### config.mk
export PLATFORM = sky130hd
export DESIGN_NAME = crfc_parser
export DESIGN_NICKNAME = d
export VERILOG_FILES = /design/src/rtl/core/crfc_pkg.sv /design/src/rtl/core/crfc_parser.sv
export SDC_FILE = /design/constraint.sdc
export NUM_CORES = 1
export LEC_CHECK = 0
export ABC_AREA = 1
export BUFFER_PORTS_ARGS = -buffer_cell sky130_fd_sc_hd__buf_4
export CAP_MARGIN = 20
export CORE_MARGIN = 2
export CORE_UTILIZATION = 56
export DETAILED_ROUTE_END_ITERATION = 7
export MAX_ROUTING_LAYER = met4
export PLACE_DENSITY = 0.8
export SLEW_MARGIN = 15
export SYNTH_ARGS = -nofsm -noshare
export SYNTH_HDL_FRONTEND = slang
export SYNTH_SLANG_ARGS = --single-unit
### constraint.sdc
create_clock -name clk -period 4.9 [get_ports clk]
set_input_delay 0.98 -clock clk [delete_from_list [all_inputs] [get_ports clk]]
set_output_delay 0.98 -clock clk [all_outputs]
set_load 0.05 [all_outputs]
### src/rtl/core/crfc_pkg.sv
// Shared types, constants and the CRC-16/MODBUS byte update for the frame checker.
// No dependencies; every other file imports this package.
package crfc_pkg;

    localparam int BYTE_W = 8;
    localparam int POS_W  = 17;
    localparam int LEN_W  = 16;
    localparam int CRC_W  = 16;
    localparam int STAT_W = 2;
    localparam int APB_AW = 3;
    localparam int APB_DW = 32;

    localparam logic [BYTE_W-1:0] START_BYTE     = 8'h7E;
    localparam logic [POS_W-1:0]  HDR_BYTES      = 17'd5;
    localparam logic [POS_W-1:0]  CRC_BYTES      = 17'd2;
    localparam logic [CRC_W-1:0]  CRC_INIT       = 16'hFFFF;
    localparam logic [CRC_W-1:0]  CRC_POLY_REFL  = 16'hA001;

    // Register index, taken from paddr[2].
    localparam logic REG_STATION_ID  = 1'b0;
    localparam logic REG_REQUEST_CMD = 1'b1;

    typedef enum logic [STAT_W-1:0] {
        ST_OK  = 2'd0,
        ST_HDR = 2'd1,
        ST_CRC = 2'd2
    } status_t;

    typedef enum logic [1:0] {
        PH_IDLE   = 2'b01,
        PH_ACTIVE = 2'b10
    } phase_t;

    typedef struct packed {
        logic             valid;
        status_t          status;
        logic [POS_W-1:0] frame_size;
    } result_t;

    // One byte of CRC-16/MODBUS, reflected, eight shift steps.
    function automatic logic [CRC_W-1:0] crc16_byte(input logic [CRC_W-1:0] crc_in,
                                                     input logic [BYTE_W-1:0] data);
        logic [CRC_W-1:0] c;
        c = crc_in ^ {8'h00, data};
        for (int i = 0; i < 8; i++)
        begin
            c = c[0] ? ((c >> 1) ^ CRC_POLY_REFL) : (c >> 1);
        end
        return c;
    endfunction

endpackage

### src/rtl/core/crfc_parser.sv
// Frame state and per-byte decision: header checks, length capture, CRC update,
// final CRC compare. Depends on crfc_pkg.
module crfc_parser
    import crfc_pkg::*;
(
    input  logic              clk,
    input  logic              rst_n,
    input  logic              step,
    input  logic [BYTE_W-1:0] rx_byte,
    input  logic              frame_start,
    input  logic [BYTE_W-1:0] station_id,
    input  logic [BYTE_W-1:0] request_cmd,
    output result_t           result
);

    phase_t            phase_reg, phase_next;
    logic [POS_W-1:0]  pos_reg, pos_next;
    logic [LEN_W-1:0]  len_reg, len_next;
    logic [CRC_W-1:0]  crc_reg, crc_next;
    logic [BYTE_W-1:0] crc_lo_reg, crc_lo_next;

    logic              active;
    logic [POS_W-1:0]  pos_cur;
    logic [LEN_W-1:0]  len_cur;
    logic [CRC_W-1:0]  crc_cur;
    logic [BYTE_W-1:0] crc_lo_cur;
    logic [POS_W-1:0]  body_end;
    logic [CRC_W-1:0]  crc_upd;
    logic              hdr_bad;

    // A frame start restarts the checker with this byte as byte zero.
    assign active     = frame_start || (phase_reg == PH_ACTIVE);
    assign pos_cur    = frame_start ? '0 : pos_reg;
    assign len_cur    = frame_start ? '0 : len_reg;
    assign crc_cur    = frame_start ? CRC_INIT : crc_reg;
    assign crc_lo_cur = frame_start ? '0 : crc_lo_reg;
    assign body_end   = HDR_BYTES + {1'b0, len_cur};
    assign crc_upd    = crc16_byte(crc_cur, rx_byte);

    always_comb
    begin
        hdr_bad = 1'b0;
        unique case (pos_cur[2:0])
            3'd0:    hdr_bad = (rx_byte != START_BYTE);
            3'd1:    hdr_bad = (rx_byte != station_id);
            3'd2:    hdr_bad = (rx_byte != (request_cmd + 8'd1));
            default: hdr_bad = 1'b0;
        endcase
    end

    always_comb
    begin
        phase_next        = phase_reg;
        pos_next          = pos_reg;
        len_next          = len_reg;
        crc_next          = crc_reg;
        crc_lo_next       = crc_lo_reg;
        result.valid      = 1'b0;
        result.status     = ST_OK;
        result.frame_size = '0;

        if (step && active)
        begin
            phase_next  = PH_ACTIVE;
            pos_next    = pos_cur + 17'd1;
            len_next    = len_cur;
            crc_next    = crc_cur;
            crc_lo_next = crc_lo_cur;

            priority if (pos_cur < HDR_BYTES)
            begin
                crc_next = crc_upd;
                if (pos_cur[2:0] == 3'd3)
                begin
                    len_next = {rx_byte, 8'h00};
                end
                else if (pos_cur[2:0] == 3'd4)
                begin
                    len_next = {len_cur[LEN_W-1:BYTE_W], rx_byte};
                end
                if (hdr_bad)
                begin
                    phase_next    = PH_IDLE;
                    result.valid  = 1'b1;
                    result.status = ST_HDR;
                end
            end
            else if (pos_cur < body_end)
            begin
                crc_next = crc_upd;
            end
            else if (pos_cur == body_end)
            begin
                crc_lo_next = rx_byte;
            end
            else
            begin
                phase_next   = PH_IDLE;
                result.valid = 1'b1;
                if ((crc_lo_cur == crc_cur[7:0]) && (rx_byte == crc_cur[15:8]))
                begin
                    result.status     = ST_OK;
                    result.frame_size = body_end + CRC_BYTES;
                end
                else
                begin
                    result.status = ST_CRC;
                end
            end
        end
    end

    always_ff @(posedge clk or negedge rst_n)
    begin
        if (!rst_n)
        begin
            phase_reg  <= PH_IDLE;
            pos_reg    <= '0;
            len_reg    <= '0;
            crc_reg    <= CRC_INIT;
            crc_lo_reg <= '0;
        end
        else
        begin
            phase_reg  <= phase_next;
            pos_reg    <= pos_next;
            len_reg    <= len_next;
            crc_reg    <= crc_next;
            crc_lo_reg <= crc_lo_next;
        end
    end

endmodule

==> After elaboration in Yosys (flattened, before gate mapping) <==
Index checks and enable logic that the tools add are counted.
{ "totals": {"ff_bits": 59, "inputBits": 28, "out_inout_bits": 20, "wordCells": 68} }
{ "op_classes": {"addsub": 4, "magnitude_cmp": 2, "eq_ne": 11, "muxes": 33, "bitwise": 9, "n_reduce_logical": 4} }
{ "op_table": {"columns": ["operator", "count"], "rows": [
  ["$mux 16", 14],
  ["$mux 20", 3],
  ["$mux 17", 3],
  ["$mux 8", 5],
  ["$not 2->3", 8],
  ["$add 17x1->17 const B", 1],
  ["$add 17x2->17 const B", 1],
  ["$add 3x16->17 const A", 1],
  ["$eq 17x17->1", 1],
  ["$lt 17x17->1", 1],
  ["$lt 17x3->1 const B", 1],
  ["$eq 8x8->1", 2],
  ["$ne 8x8->1", 2],
  ["$xor 16x8->16", 1],
  ["$mux 2", 5],
  ["$add 8x1->8 const B", 1],
  ["$ne 8x7->1 const B", 1],
  ["$eq 3x2->1 const B", 2],
  ["$mux 3", 2],
  ["$eq 3x1->1 const B", 1],
  ["$eq 3x3->1 const B", 1],
  ["$logic_not 3->1", 1],
  ["$pmux 1 s3", 1],
  ["$eq 2x2->1 const B", 1],
  ["2 further kinds", 3]
]} }

==> Longest topological paths before layout <==
{ "logic_depth": {"ltp_word": 20, "depth_mapped": 28, "mapped_depth_nobuf": 24} }

==> Worst setup path after synthesis <==
Ideal clock, no wire load.
{ "synth_timing": {"kind": "input -> output", "from": "input frame_start", "to": "output result[16] (netlist name)", "arrival_ns": 4.798, "required_time_ns": 3.920, "path_slack_ns": -0.878, "path_stages": 27, "path_buffers": 4, "path_cell_list": "buf_6 > buf_6 > buf_2 > buf_1 > nor2_1 > ha_1 > inv_1 > nand2_1 > nand2_1 > nor2_1 > nand2_1 > nor2_2 > xor2_2 > inv_1 > ha_1 > nand2_1 > inv_1 > nand3_1 > nor3_1 > nand4_1 > nand3_1 > nand2_2 > inv_2 > nand2_2 > nor2_2 > inv_2 > a21oi_1"} }
{ "synth_lines": {"columns": ["element", "line", "source"], "rows": [
  ["from (decl)", "crfc_parser.sv:10", "input logic frame_start,"],
  ["to (decl)", "crfc_parser.sv:13", "output result_t result"]
]} }

==> results.toml <==
[clock_network]
cts_made_buffers = 9
cts-htree-levels = 3
cts_max_path_buffers = 2
root_buffer = "clkbuf_8"
cts_tree = "yes"
cts.sinks = 59
postCtsHoldBufs = 0
clkTransAtPathRegs_ns = 0.07
clk_latency_ns = 0.36

[timing]
skew_ns = 0.0123
post-route-period-util = 0.965
fin_crit_ns = 4.73
hold-worst-slack_ns = 0.478
rsz0062_at_grt = "yes"
tightest_slew_ns = 0.770
hold_viol = 0
max_slew_margin = 0.487
slew_violations = 0
max_freq_ghz = 0.212
finalSetupViolCount = 0
fin_ws_ns = 0.173

[final_layout]
layout_commonest_cell = "nand2_1"
nets = 1003
fillers = 844
final_cell_mix = "nand2_1, inv_1, o21ai_0"
synthToLayoutAreaGrowth_pct = 18.2
stdcell_count = 1088
largest_register_ffs = 17
drive_gt1_frac = 0.213
final_util = 0.687
diodes = 0

[global_route]
gr-usage-met2 = 0.472
grt-ovfl-total = 0
grt_busiest_layer = "met2"
grt_pass1_vias = 5490
gr-usage-met3 = 0.0474
antenna_found_initial = 0
grt_first_pass_wirelength_um = 26400
grt_usage = 0.306
met1_usage = 0.392
grt_max_degree = 60

[floorplanning]
placementRows = 36
die_area_sq_um = 11100
die_w_um = 105
fp.dieH_um = 105
io_pins = 48
start_util = 0.581
fp.coreArea_sq_um = 9860

[synthesis]
syn_area_per_cell_sq_um = 6.42
synth-seq-cells = 59
synth_edf_count = 0
ys_types = 45
syn-num-nets = 945
async_reset_ff_frac = 1.00
ys.warnings.count = 0
yosysSeqAreaShare = 0.261
synthCells = 892
synth_flop_cell = "dfrtp_1"
synth_top_area_frac = 0.183
ys_top_cells_by_area = "dfrtp_1, nand2_1, dfstp_2"
syn-cell-area_sq_um = 5730
synth_area_leader_cell = "dfrtp_1"

[place]
place_ws_ns = 0.0282
post-dp-hpwl_um = 12000
gp_congestion = 1.07
placedCellCount = 1069
port_buffers = 47

[pwr]
powerDensity_nw_per_um2 = 316
ir_drop_mv = 0.255
p_leak_nw = 3.21
fin_total_pwr_mw = 2.14

[route]
wire_per_inst_um = 14.9
drt_iter0_drc = 566
via_count = 6028
final_antenna_net_count = 0
wl_um = 16200
drt-vias-per-instance = 5.54
drc = 0
dr.pass1.iters = 7

[hold_path]
whs_path_depth = 2
hp-class = "flip-flop to flip-flop"
worstHoldStart = "crc_reg[13]$_DFFE_PN1P_"

[critical_path]
timing.rr.end = "crc_lo_reg[5]$_DFFE_PN0P_"
required_ns = 3.92
worstPathMaxFanout = 7
crit_buf_inv = 8
cp_slowest_cell = "ha_4"
worst-endpoint-arrival_ns = 3.75
reg2reg_setup_slack_ns = 1.51
worstSetupEndpoint = "result[5]"
r2r_cells = 25
critPathTopFamily = "simple AND/OR/NAND/NOR gates"
crit_cells = 26
startpoint = "frame_start"
criticalPathCategory = "input port to primary output"
crit_path_max_incr_delay_ns = 0.27
critPathLaunchType = "input port"
end_kind = "primary output"
r2r-start = "len_reg[0]$_DFFE_PN0P_"

[status]
status = "complete, no violations"

[flow_run]
drv_cap = 0
-- synthesized netlist by cell type (all sizes together) (6+ instances only) --
cell / number
a21oi: 28
buf: 18
clkbuf: 7
dfrtp: 42
dfstp: 17
ha: 25
inv: 123
nand2: 266
nand3: 64
nand4: 25
nor2: 118
nor3: 15
nor4: 6
o211ai: 6
o21ai: 83
xnor2: 8
xor2: 22
-- layer usage --
layer,vias up,wire [um]
met5,-,0
met4,0,663
met3,54,1010
met2,244,7490
met1,2728,6990
li1,3002,-
-- worst min-delay path, stage by stage (launching register included) --
cell and delay (ns):
dfstp_2 0.37, nand2_1 0.05, nand2_1 0.05
-- stage by stage --
stage,instance area (sq um),setup TNS [ns]
floorplan,5920,-2.99
global placement,6400,0
detailed placement,6400,0
CTS,6590,0
global route,6770,-1.33
finish,6770,0
-- worst min path at each step --
stage	endpoint	slack (ns)
final	crc_reg[13]$_DFFE_PN1P_	0.48
after detailed placement	crc_reg[13]$_DFFE_PN1P_	0.46
after floorplan	crc_reg[13]$_DFFE_PN1P_	0.45
after CTS	crc_reg[13]$_DFFE_PN1P_	0.48
after global routing	crc_reg[0]$_DFFE_PN1P_	0.50
after global placement	crc_reg[13]$_DFFE_PN1P_	0.46
-- cell type report --
cell class | instances | area (sq um) | area share
clock buffers | 14 | 173 | 0.0255
well taps | 133 | 166 | 0.0246
inverters | 123 | 477 | 0.0704
clock inverters | 2 | 10.0 | 0.00148
flip-flops and latches | 59 | 1500 | 0.221
multi-input cells | 685 | 3840 | 0.567
repair inverters | 1 | 8.76 | 0.00129
repair buffers | 71 | 599 | 0.0885
-- kinds of logic (layout without fill, tap and decap cells) --
group / count (synthesis) / after routing / synth area share
simple gates: 497 / 497 / 0.399
fa+ha+maj: 25 / 25 / 0.0546
xor+xnor: 30 / 30 / 0.0472
flops: 59 / 59 / 0.261
compound gates: 133 / 133 / 0.126
buf+inv: 148 / 211 / 0.112
-- repair_timing --
action	in CTS	in global routing
endpoints found under the hold margin	0	0
endpoints found under the setup margin	0	19
gates resized for setup	0	34
buffers inserted	0	2
-- power breakdown --
| part | internal, mW | switching [mW] | total (mW) |
|---|---|---|---|
| logic | 0.323 | 0.668 | 0.991 |
| registers | 0.652 | 0.0757 | 0.728 |
| clock network | 0.224 | 0.198 | 0.422 |
| total | 1.20 | 0.942 | 2.14 |
Note: power is estimated with default switching activity, not from simulation.
